$ cat src/rtl/pti_ram.sv
`default_nettype none
module pti_ram #(
    parameter int WIDTH = 8,
    parameter int DEPTH = 64
) (
    input  wire logic                     i_clk,
    input  wire logic                     i_we,
    input  wire logic [$clog2(DEPTH)-1:0] i_waddr,
    input  wire logic [WIDTH-1:0]         i_wdata,
    input  wire logic [$clog2(DEPTH)-1:0] i_raddr,
    output logic      [WIDTH-1:0]         o_rdata
);

    logic [WIDTH-1:0] r_mem [DEPTH];

    always_ff @(posedge i_clk) begin
        if (i_we) begin
            r_mem[i_waddr] <= i_wdata;
        end
        o_rdata <= r_mem[i_raddr];
    end

endmodule
`default_nettype wire

$ cat config.mk
export PLATFORM = sky130hd
export DESIGN_NAME = pti_ram
export DESIGN_NICKNAME = d
export VERILOG_FILES = /design/src/rtl/pti_ram.sv
export SDC_FILE = /design/constraint.sdc
export NUM_CORES = 1
export LEC_CHECK = 0
export ABC_AREA = 1
export BUFFER_PORTS_ARGS = -buffer_cell sky130_fd_sc_hd__clkbuf_2
export CAP_MARGIN = 20
export CORE_MARGIN = 2
export CORE_UTILIZATION = 60
export CTS_CLUSTER_DIAMETER = 100
export DETAILED_ROUTE_END_ITERATION = 10
export PLACE_DENSITY_LB_ADDON = 0.12
export SYNTH_ARGS = -nofsm -noshare
export SYNTH_HDL_FRONTEND = slang
export SYNTH_SLANG_ARGS = --single-unit
$ cat constraint.sdc
create_clock -name i_clk -period 4.8 [get_ports i_clk]
set_clock_uncertainty 0.15 [all_clocks]
set_input_delay 0.48 -clock i_clk [delete_from_list [all_inputs] [get_ports i_clk]]
set_output_delay 0.48 -clock i_clk [all_outputs]
set_load 0.01 [all_outputs]
==> flow_summary_export.csv, run 1 <==
group,metric,value,unit
setup_path,cp-end-kind,"flip-flop",
clocking,root_buffer,"clkbuf_16",
finish,nFillCells,2692,
setup_path,crit_cells,10,
logic_synthesis,ys_types,16,
power,p_leak,0.00828,µW
finish,register_area,15500,µm²
setup_path,reg2reg_depth,8,
clocking,hold_buffers,0,
timing,setup_tns,0,ns
logic_synthesis,synth_seq_cells,520,
worst_hold_path,whs_path_depth,3,
worst_hold_path,hp-class,"in2reg",
detailed_routing,postRouteAntennaNets,0,
logic_synthesis,yosysWarningCount,0,
detailed_routing,first_pass_iters,6,
floorplanning,ios,30,
clocking,clk_path_buf_depth,3,
finish,multi_input_area,4950,µm²
timing,worst_pin_slew,1.13,ns
timing,min_period,2.82,ns
setup_path,path_cells,"buf_6, buf_4, nand2_1, nand3_1, nand3_1, nand2_1, nand2_1, nand3_1, nand3_1, nand2_1",
timing,fin_crit_sh,58.8,%
detailed_routing,vias,13779,
job,cap_violations,0,
floorplanning,core-area,35300,µm²
global_route,antenna_found_initial,1,
detailed_routing,wire_per_inst,22.5,µm
floorplanning,fp.dieW,193,µm
placement,place_area,21500,µm²
global_route,grt_usage,28.5,%
logic_synthesis,syn_area,21300,µm²
detailed_routing,viasPerCell,5.98,
finish,layout.nets,1824,
timing,slew_headroom,24.8,%
clocking,cts.sinks,520,
logic_synthesis,synth_cells,1805,
floorplanning,start_util,60.4,%
finish,drive_gt1_share,6.68,%
clocking,cts_made_buffers,51,
setup_path,crit_path_start_kind,"primary input",
timing,final_hold_viol_count,0,
timing,slew_violations,0,
timing,clock.fmax,0.354,GHz
floorplanning,die_h,193,µm
placement,gp_congestion,0.872,
global_route,grt_pass1_vias,12785,
clocking,cts_htree_levels,2,
setup_path,critPathArrivalTime,3.19,ns
setup_path,required,5.17,ns
logic_synthesis,synth_nets,1827,
setup_path,crit_fanout,98,
setup_path,crit_buf_inv,2,
timing,setup_viol_count_final,0,
placement,hpwlAfterDp,28.5,mm
detailed_routing,drc_errors,0,
floorplanning,rows,69,
clocking,path_clk_slew,0.06,ns
logic_synthesis,syn_area_per_cell,11.8,µm²
timing,rsz0062_at_grt,"no",
global_route,overflow,0,
clocking,cts.repair.resized,0,
floorplanning,dieArea,37100,µm²
clocking,tritoncts,"built",
finish,areaGrowthSynthToFinish,8.14,%
logic_synthesis,yosysSeqAreaShare,72.8,%
setup_path,critPathMaxStageDelay,0.93,ns
global_route,grt_pass1_wl,77.5,mm
power,power_density,406,nW/µm²
setup_path,critPathTopFamily,"buffers and inverters",
setup_path,slowest_stage,"buf_4",
run_status,status,"finished, final reports clean",
clocking,clk_latency,0.58,ns
clocking,post_cts_buffers,0,
placement,io_buffer_count,29,
power,vdd_drop_max,0.317,mV
detailed_routing,drt_iter0_markers,1828,
finish,finalInstanceArea,23100,µm²
detailed_routing,routed_wirelength,51.9,mm
setup_path,path_class,"in2reg",
global_route,grt_start_max_net_pins,140,
-- cells by family (layout without fill, tap and decap cells) --
group                  after synthesis  after routing  synth area share [%]
AND/OR/NAND/NOR                   1160           1160                  23.2
other                                0              2                     0
flip-flops                         520            520                  72.8
buffers and inverters              125            161                  4.02
-- layer usage --
metal  share of wire (%)  GRT usage (%)  routed length, µm  up-vias
met4                 2.5           9.25               1320        0
li1                    -              -                  -     6344
met5                   0              0                  0        -
met3                 9.0           4.91               4680       80
met2                  47           44.1              24400      676
met1                  41           41.7              21500     6679
-- worst register-to-register path, cell delays in order, from the launching register on --
cell and delay, ns:
edfxtp_1 0.37, nand2_1 0.08, nand3_1 0.10, nand3_1 0.15, nand2_1 0.11, nand2_1 0.08, nand3_1 0.14, nand3_1 0.24
nand2_1 0.09
-- final timing paths --
check / startpoint / to / slack, ns
hold / removal: i_raddr[5] / o_rdata[7]$_DFF_P_ / 0.18
setup reg to reg: r_mem[42][6]$_DFFE_PP_ / o_rdata[6]$_DFF_P_ / 3.19
hold reg to reg: r_mem[48][1]$_DFFE_PP_ / o_rdata[1]$_DFF_P_ / 0.68
setup / recovery: i_raddr[0] / o_rdata[0]$_DFF_P_ / 1.98
-- layout make-up --
cell class,count,share of cell area (%)
multi-input cells,1160,21.4
diodes,2,0.0217
repair buffers,57,1.77
clock buffers,75,6.19
flip-flops and latches,520,67.3
inverters,12,0.228
clock inverters,17,0.537
well taps,461,2.50
-- synth_stat cells --
master    count  area share [%]
nand2_1     648              11
edfxtp_1    512              72
nand3_1     439              10
nor2_1       56            0.99
buf_2        37            0.87
buf_6        35             1.8
clkbuf_1     15            0.26
buf_4        14            0.49
buf_1        10            0.18
inv_1        10            0.18
nand4_1       9            0.26
dfxtp_1       8            0.75
nor4_1        8            0.23
buf_8         2            0.14
inv_2         1           0.018
inv_6         1           0.041
-- power by group --
part           total, µW  internal, µW  switching, µW
combinational        574           138            437
clock               3760          2160           1600
sequential          5050          5030           18.6
-- sequential cells by signal, summed over array words and instances, names as in the netlist --
| register | cells |
|---|---|
| r_mem | 512 |
| o_rdata | 8 |
-- placed cells by master (no fill, tap or decap), drive strengths merged --
master	Yosys	routed
buf	98	30
bufinv	0	2
clkbuf	15	102
clkinv	0	15
dfxtp	8	8
diode	0	2
edfxtp	512	512
inv	12	12
nand2	648	648
nand3	439	439
nand4	9	9
nor2	56	56
nor4	8	8
-- metrics by stage --
stage / setup WS, ns / power, µW / util (%) / std cells / hold WS (ns)
6_report: 1.98 / 9370 / 65.4 / 2304 / 0.176
5_1_grt: 1.84 / 9640 / 65.3 / 2302 / 0.166
4_1_cts: 1.95 / 9410 / 65.2 / 2300 / 0.144
3_5_place_dp: 1.35 / 5710 / 60.8 / 2208 / 0.640
3_3_place_gp: 1.42 / 5700 / 60.8 / 2208 / 0.635
2_1_floorplan: 2.40 / 5490 / - / 1805 / 0.429
No activity file was read; power rests on OpenSTA's default activity.
==> run 2, diff against run 1 <==
--- a/config.mk
+++ b/config.mk
@@ -5,7 +5,7 @@
 export SDC_FILE = /design/constraint.sdc
 export NUM_CORES = 1
 export LEC_CHECK = 0
-export ABC_AREA = 1
+export ABC_AREA = 0
 export BUFFER_PORTS_ARGS = -buffer_cell sky130_fd_sc_hd__clkbuf_2
 export CAP_MARGIN = 20
 export CORE_MARGIN = 2
==> constraint.sdc (replaced) <==
create_clock -name i_clk -period 2.9 [get_ports i_clk]
set_clock_uncertainty 0.15 [all_clocks]
set_input_delay 0.29 -clock i_clk [delete_from_list [all_inputs] [get_ports i_clk]]
set_output_delay 0.29 -clock i_clk [all_outputs]
set_load 0.01 [all_outputs]
==> run 2 against run 1 <==
Global-route usage fell by 1.8 points. Synthesized area decreased by 5.5%. Die area decreased by 5.4%. Critical path type unchanged. Largest power group unchanged.
==> flow_summary_export.csv, run 2 <==
group,metric,value,unit
finish,layout_commonest_cell,"edfxtp_1",
timing,worst_pin_slew,0.798,ns
logic_synthesis,synth_edf_count,512,
timing,slew_headroom,46.6,%
setup_path,path_cells,"clkbuf_8, buf_12, mux4_2, a2111oi_0, buf_4, o41ai_1",
power,power_density,668,nW/µm²
logic_synthesis,synth-compound-area-share,2.07,%
logic_synthesis,synth-simple-area-share,3.39,%
global_route,grt_pass1_wl,67.2,mm
setup_path,worstReg2RegStart,"r_mem[3][5]$_DFFE_PP_",
clocking,tritoncts,"built",
clocking,root_buffer,"clkbuf_16",
global_route,grt_usage,26.7,%
detailed_routing,drc_errors,0,
clocking,path_clk_slew,0.06,ns
finish,layout_common_cells,"edfxtp_1 (512), mux4_2 (126), buf_4 (106)",
clocking,cts_made_buffers,50,
logic_synthesis,synthArstFlopShare,0,%
finish,largestRegisters,"r_mem (512), o_rdata (8)",
timing,rsz0062_at_grt,"no",
setup_path,critPathTopFamily,"buffers and inverters",
timing,hold_ws,0.0573,ns
setup_path,critPathArrivalTime,2.49,ns
logic_synthesis,yosysMostFrequentCell,"edfxtp_1",
job,cap_violations,0,
detailed_routing,postRouteAntennaNets,0,
logic_synthesis,ys_types,40,
worst_hold_path,min-delay-start,"i_wdata[3]",
worst_hold_path,whs_path_depth,1,
logic_synthesis,synthXorXnorAreaFrac,0,%
floorplanning,core-area,33300,µm²
logic_synthesis,synth_seq_cells,520,
clocking,cts.repair.resized,0,
logic_synthesis,yosysSeqAreaShare,77.0,%
finish,drive_gt1_share,31.1,%
logic_synthesis,muxShareOfSynthArea,15.9,%
logic_synthesis,synth_fa_ha_area_share,0,%
timing,clock.fmax,0.451,GHz
logic_synthesis,yosysWarningCount,0,
timing,final_hold_viol_count,0,
clocking,post_cts_buffers,0,
setup_path,crit_buf_inv,3,
setup_path,required,3.18,ns
logic_synthesis,synth_cells,940,
clocking,cts.sinks,520,
clocking,clk_path_buf_depth,3,
detailed_routing,vias,9968,
logic_synthesis,yosysTopAreaCell,"edfxtp_1",
setup_path,cp-end-kind,"flip-flop",
logic_synthesis,synth_nets,962,
placement,io_buffer_count,29,
logic_synthesis,syn_area_per_cell,21.5,µm²
power,vdd_drop_max,0.509,mV
placement,gp_congestion,0.787,
floorplanning,rows,67,
logic_synthesis,synthFlopType,"edfxtp_1",
setup_path,path_class,"in2reg",
detailed_routing,routed_wirelength,45.1,mm
timing,slew_violations,0,
finish,largest_reg_flops,512,
worst_hold_path,hp-class,"in2reg",
clocking,cts_htree_levels,2,
finish,antenna_cells,0,
global_route,antenna_found_initial,0,
floorplanning,fp.dieW,187,µm
clocking,clk_latency,0.57,ns
logic_synthesis,synthTopCellsByArea,"edfxtp_1 (76%), mux4_2 (14%), nor2_1 (1.5%)",
worst_hold_path,min_delay_worst_endpoint,"r_mem[53][3]$_DFFE_PP_",
setup_path,crit_fanout,24,
placement,pre_cts_slack,0.0969,ns
detailed_routing,first_pass_iters,5,
logic_synthesis,syn_area,20200,µm²
detailed_routing,wire_per_inst,28.7,µm
global_route,overflow,0,
detailed_routing,drt_iter0_markers,1150,
detailed_routing,viasPerCell,6.35,
timing,setup_viol_count_final,0,
floorplanning,dieArea,35100,µm²
finish,top_register,"r_mem",
setup_path,critPathMaxStageDelay,0.71,ns
timing,min_period,2.22,ns
setup_path,crit_path_start_kind,"primary input",
placement,hpwlAfterDp,28.1,mm
finish,areaGrowthSynthToFinish,14.6,%
floorplanning,start_util,60.6,%
floorplanning,die_h,187,µm
timing,setup_ws,0.685,ns
setup_path,reg2reg_depth,5,
logic_synthesis,synth_common_cells,"edfxtp_1 (512), mux4_2 (126), nor2_1 (83)",
logic_synthesis,synth_top_area_share,76.2,%
power,fin_total_pwr,15400,µW
clocking,hold_buffers,1,
timing,fin_crit_sh,76.4,%
setup_path,slowest_stage,"a2111oi_0",
setup_path,rr_endpoint,"o_rdata[5]$_DFF_P_",
logic_synthesis,synth_top_family_by_area,"multiplexers",
floorplanning,ios,30,
power,p_leak,0.00747,µW
setup_path,r2r_slack,0.69,ns
run_status,status,"finished, final reports clean",
timing,setup_tns,0,ns
global_route,grt_pass1_vias,10066,
finish,layout.nets,1105,
global_route,grt_start_max_net_pins,65,
-- run 2: cell count changes after synthesis, sizes merged, moves of 8 or more --
cell    delta
mux2      +13
nand2    -629
mux2i     +23
nor2      +27
inv       -12
nor2b     +14
o22ai      +8
nand3    -426
o221ai     +8
mux4     +126
buf       -64
-- run 2: worst max path at each step --
stage                                       from                  to  slack [ns]  depth (start not counted)
after detailed placement              i_raddr[0]  o_rdata[5]$_DFF_P_         0.1                          6
final                                 i_raddr[0]  o_rdata[5]$_DFF_P_        0.68                          6
after floorplan                       i_raddr[1]  o_rdata[3]$_DFF_P_        0.79                          7
after global placement                i_raddr[0]  o_rdata[5]$_DFF_P_        0.02                          6
after CTS                             i_raddr[0]  o_rdata[5]$_DFF_P_        0.68                          6
after global routing      r_mem[29][6]$_DFFE_PP_  o_rdata[6]$_DFF_P_        0.62                          6
-- run 2: power breakdown --
| part | switching (µW) | internal [µW] | total (µW) |
|---|---|---|---|
| combinational | 491 | 328 | 818 |
| clock | 2610 | 3660 | 6270 |
| sequential | 29.4 | 8320 | 8350 |
| total | 3130 | 12300 | 15400 |
-- run 2: metrics by stage --
stage,utilization (%),cell area [µm²],std cells
4_1_cts,69.4,23100,1569
2_1_floorplan,-,20200,940
5_1_grt,69.4,23100,1569
6_report,69.4,23100,1569
3_5_place_dp,64.6,21500,1478
3_3_place_gp,64.6,21500,1478
-- run 2: logic make-up (layout without fill, tap and decap cells) --
kind of cell	Yosys count	in the layout
flip-flops	520	520
multiplexers	162	162
AND/OR/NAND/NOR	153	153
AO/OA/AOI/OAI	54	54
buffers and inverters	51	232
-- run 2: layout make-up --
cell class              count  area [µm²]
clock inverters            20         166
flip-flops and latches    520       15500
multi-input cells         369        4320
well taps                 448         561
repair buffers            142        1110
clock buffers              70        1420
fillers                  2064       10200
-- run 2: per-layer routing --
layer  share of wire (%)  up-vias  track usage [%]
met2                  49      432             42.2
met1                  41     5254             38.7
met3                 7.8       73             5.63
met5                   0        -                0
li1                    -     4209                -
met4                 2.2        0             7.17
-- run 2: worst register-to-register path, cell delays in order (launching register included) --
cell	delay, ns
edfxtp_1	0.37
mux4_2	0.46
nor2b_1	0.14
a2111oi_0	0.67
buf_4	0.23
o41ai_1	0.07
==> run 3, diff against run 2 <==
--- a/config.mk
+++ b/config.mk
@@ -5,11 +5,11 @@
 export SDC_FILE = /design/constraint.sdc
 export NUM_CORES = 1
 export LEC_CHECK = 0
-export ABC_AREA = 0
+export ABC_AREA = 1
 export BUFFER_PORTS_ARGS = -buffer_cell sky130_fd_sc_hd__clkbuf_2
 export CAP_MARGIN = 20
 export CORE_MARGIN = 2
-export CORE_UTILIZATION = 60
+export CORE_UTILIZATION = 57
 export CTS_CLUSTER_DIAMETER = 100
 export DETAILED_ROUTE_END_ITERATION = 10
 export PLACE_DENSITY_LB_ADDON = 0.12
==> constraint.sdc (replaced) <==
create_clock -name i_clk -period 1.85 [get_ports i_clk]
set_clock_uncertainty 0.15 [all_clocks]
set_input_delay 0.185 -clock i_clk [delete_from_list [all_inputs] [get_ports i_clk]]
set_output_delay 0.185 -clock i_clk [all_outputs]
set_load 0.01 [all_outputs]
==> run 3 against run 2 <==
Utilization is 2.7 points lower. Sequential share of layout area is 3.8 points lower. Final cell count rose by 56%. Cell area increased by 6.0%. Flip-flop and latch count unchanged. Die area increased by 11%. Clock power rose by 69%. Combinational power up 110%. Worst hold slack got worse by 0.036 ns. Global-route usage up 1.1 points. Via count grew 43%. Critical path depth up 1.
==> flow_summary_export.csv, run 3 (synthesized netlist as in run 1, its figures left out) <==
group,metric,value,unit
run_status,status,"finished, final reports clean",
placement,gp_congestion,0.884,
floorplanning,ios,30,
job,cap_violations,0,
setup_path,r2r_slack,0.40,ns
timing,setup_viol_count_final,0,
clocking,clk_path_buf_depth,3,
placement,pre_cts_slack,0.0598,ns
clocking,post_cts_buffers,0,
placement,hpwlAfterDp,31.6,mm
global_route,overflow,0,
placement,io_buffer_count,29,
detailed_routing,routed_wirelength,52.7,mm
detailed_routing,viasPerCell,5.83,
timing,fin_crit_sh,90.5,%
power,clockPowerShare,41.7,%
finish,largest_reg_flops,512,
finish,layout_common_cells,"nand2_1 (648), edfxtp_1 (512), nand3_1 (439)",
setup_path,rr_endpoint,"o_rdata[5]$_DFF_P_",
finish,areaGrowthSynthToFinish,14.8,%
global_route,grt_pass1_wl,80.4,mm
power,cellInternalPower,19800,µW
setup_path,cp-end-kind,"flip-flop",
finish,layout.nets,1950,
detailed_routing,wire_per_inst,21.6,µm
global_route,grt_pass1_vias,13854,
timing,slew_violations,0,
timing,rsz0062_at_grt,"no",
floorplanning,core-area,36700,µm²
setup_path,worstSetupEndpoint,"r_mem[50][5]$_DFFE_PP_",
setup_path,worstReg2RegStart,"r_mem[62][5]$_DFFE_PP_",
power,p_leak,0.00909,µW
timing,worst_pin_slew,0.745,ns
finish,drive_gt1_share,12.4,%
timing,slew_headroom,50.3,%
power,vdd_drop_max,0.891,mV
setup_path,critPathArrivalTime,1.81,ns
detailed_routing,postRouteAntennaNets,0,
detailed_routing,drc_errors,0,
global_route,antenna_found_initial,1,
floorplanning,die_h,197,µm
global_route,grt_usage,27.8,%
floorplanning,start_util,58.1,%
setup_path,required,1.99,ns
setup_path,startpoint,"i_waddr[3]",
clocking,cts_made_buffers,53,
global_route,grt_start_max_net_pins,65,
power,swShare,21.7,%
power,pwr-share-comb,6.7,%
floorplanning,rows,70,
clocking,cts_htree_levels,2,
setup_path,crit_fanout,8,
timing,clock.fmax,0.598,GHz
floorplanning,dieArea,39000,µm²
power,power_frac_seq,51.6,%
finish,top_register,"r_mem",
detailed_routing,first_pass_iters,5,
power,power_density,1030,nW/µm²
setup_path,reg2reg_depth,8,
clocking,clk_latency,0.60,ns
timing,final_hold_viol_count,0,
clocking,path_clk_slew,0.06,ns
setup_path,crit_path_start_kind,"primary input",
clocking,root_buffer,"clkbuf_16",
power,p_sw,5510,µW
finish,final_core_util,66.8,%
clocking,cts.sinks,520,
timing,min_period,1.67,ns
finish,largestRegisters,"r_mem (512), o_rdata (8)",
floorplanning,fp.dieW,197,µm
finish,layout_commonest_cell,"nand2_1",
clocking,tritoncts,"built",
detailed_routing,drt_iter0_markers,1512,
worst_hold_path,hp-class,"in2reg",
setup_path,path_class,"in2reg",
timing,setup_ws,0.176,ns
detailed_routing,vias,14225,
run 3: cell count changes in the layout (fill, tap and decap cells not counted), sizes merged, moves of 13 or more:
cell   change
buf       +31
mux2      -13
nor2b     -14
nor2      -27
inv       +13
mux4     -126
nand2    +629
nand3    +426
mux2i     -23
run 3: power groups by stage:
stage	logic (µW)	registers (µW)	clock network (µW)
after global routing	1840	13100	11200
after floorplan	916	13300	0
after detailed placement	1650	13300	0
final	1690	13100	10600
after CTS	1670	13100	10700
after global placement	1630	13300	0
run 3: repair_timing:
item / CTS / global route
hold buffers: 9 / 0
hold endpoints to repair: 457 / 0
resized for setup: 0 / 0
run 3: metal layers:
metal	global-route usage [%]	wire length, µm	part of all wire [%]	vias up
li1	-	-	-	6598
met1	39.2	21700	41	6888
met2	44.4	24800	47	648
met3	4.75	4800	9.1	91
met4	9.61	1430	2.7	0
met5	0	0	0	-
run 3: worst min-delay path by stage:
stage                       start                      to  slack [ns]  cells after the start
3_3_place_gp   o_rdata[4]$_DFF_P_              o_rdata[4]        0.45                      1
3_5_place_dp           i_raddr[5]      o_rdata[6]$_DFF_P_        0.44                      3
2_1_floorplan          i_wdata[0]   r_mem[0][0]$_DFFE_PP_        0.13                      0
4_1_cts                i_raddr[4]      o_rdata[0]$_DFF_P_       0.008                      5
6_report               i_raddr[4]      o_rdata[0]$_DFF_P_        0.02                      5
5_1_grt                i_waddr[0]  r_mem[54][3]$_DFFE_PP_        0.04                      3
run 3: through the flow:
step	hold slack (ns)	setup TNS, ns	instance area [µm²]	cells	power [µW]
6_report	0.0210	0	24500	2440	25300
5_1_grt	0.0421	0	24500	2439	26100
4_1_cts	0.00827	0	24500	2439	25500
3_5_place_dp	0.444	0	22700	2332	15000
3_3_place_gp	0.446	0	22700	2332	15000
2_1_floorplan	0.134	-16.07	21300	1805	14200
run 3: final cells by class:
cell class	instances	area (µm²)
antenna	1	2.50
multi-input combinational	1160	4950
inverter	12	52.6
clock inverter	24	275
sequential	520	15500
timing repair buffer	181	1660
clock buffer	74	1450
tap	468	586
fill	2768	12200
run 3: critical path: stages:
cell and delay, ns:
dlygate4sd3_1 0.57, clkbuf_2 0.16, inv_1 0.11, nand4_1 0.09, buf_4 0.18, nor4_1 0.27
buf_4 0.25
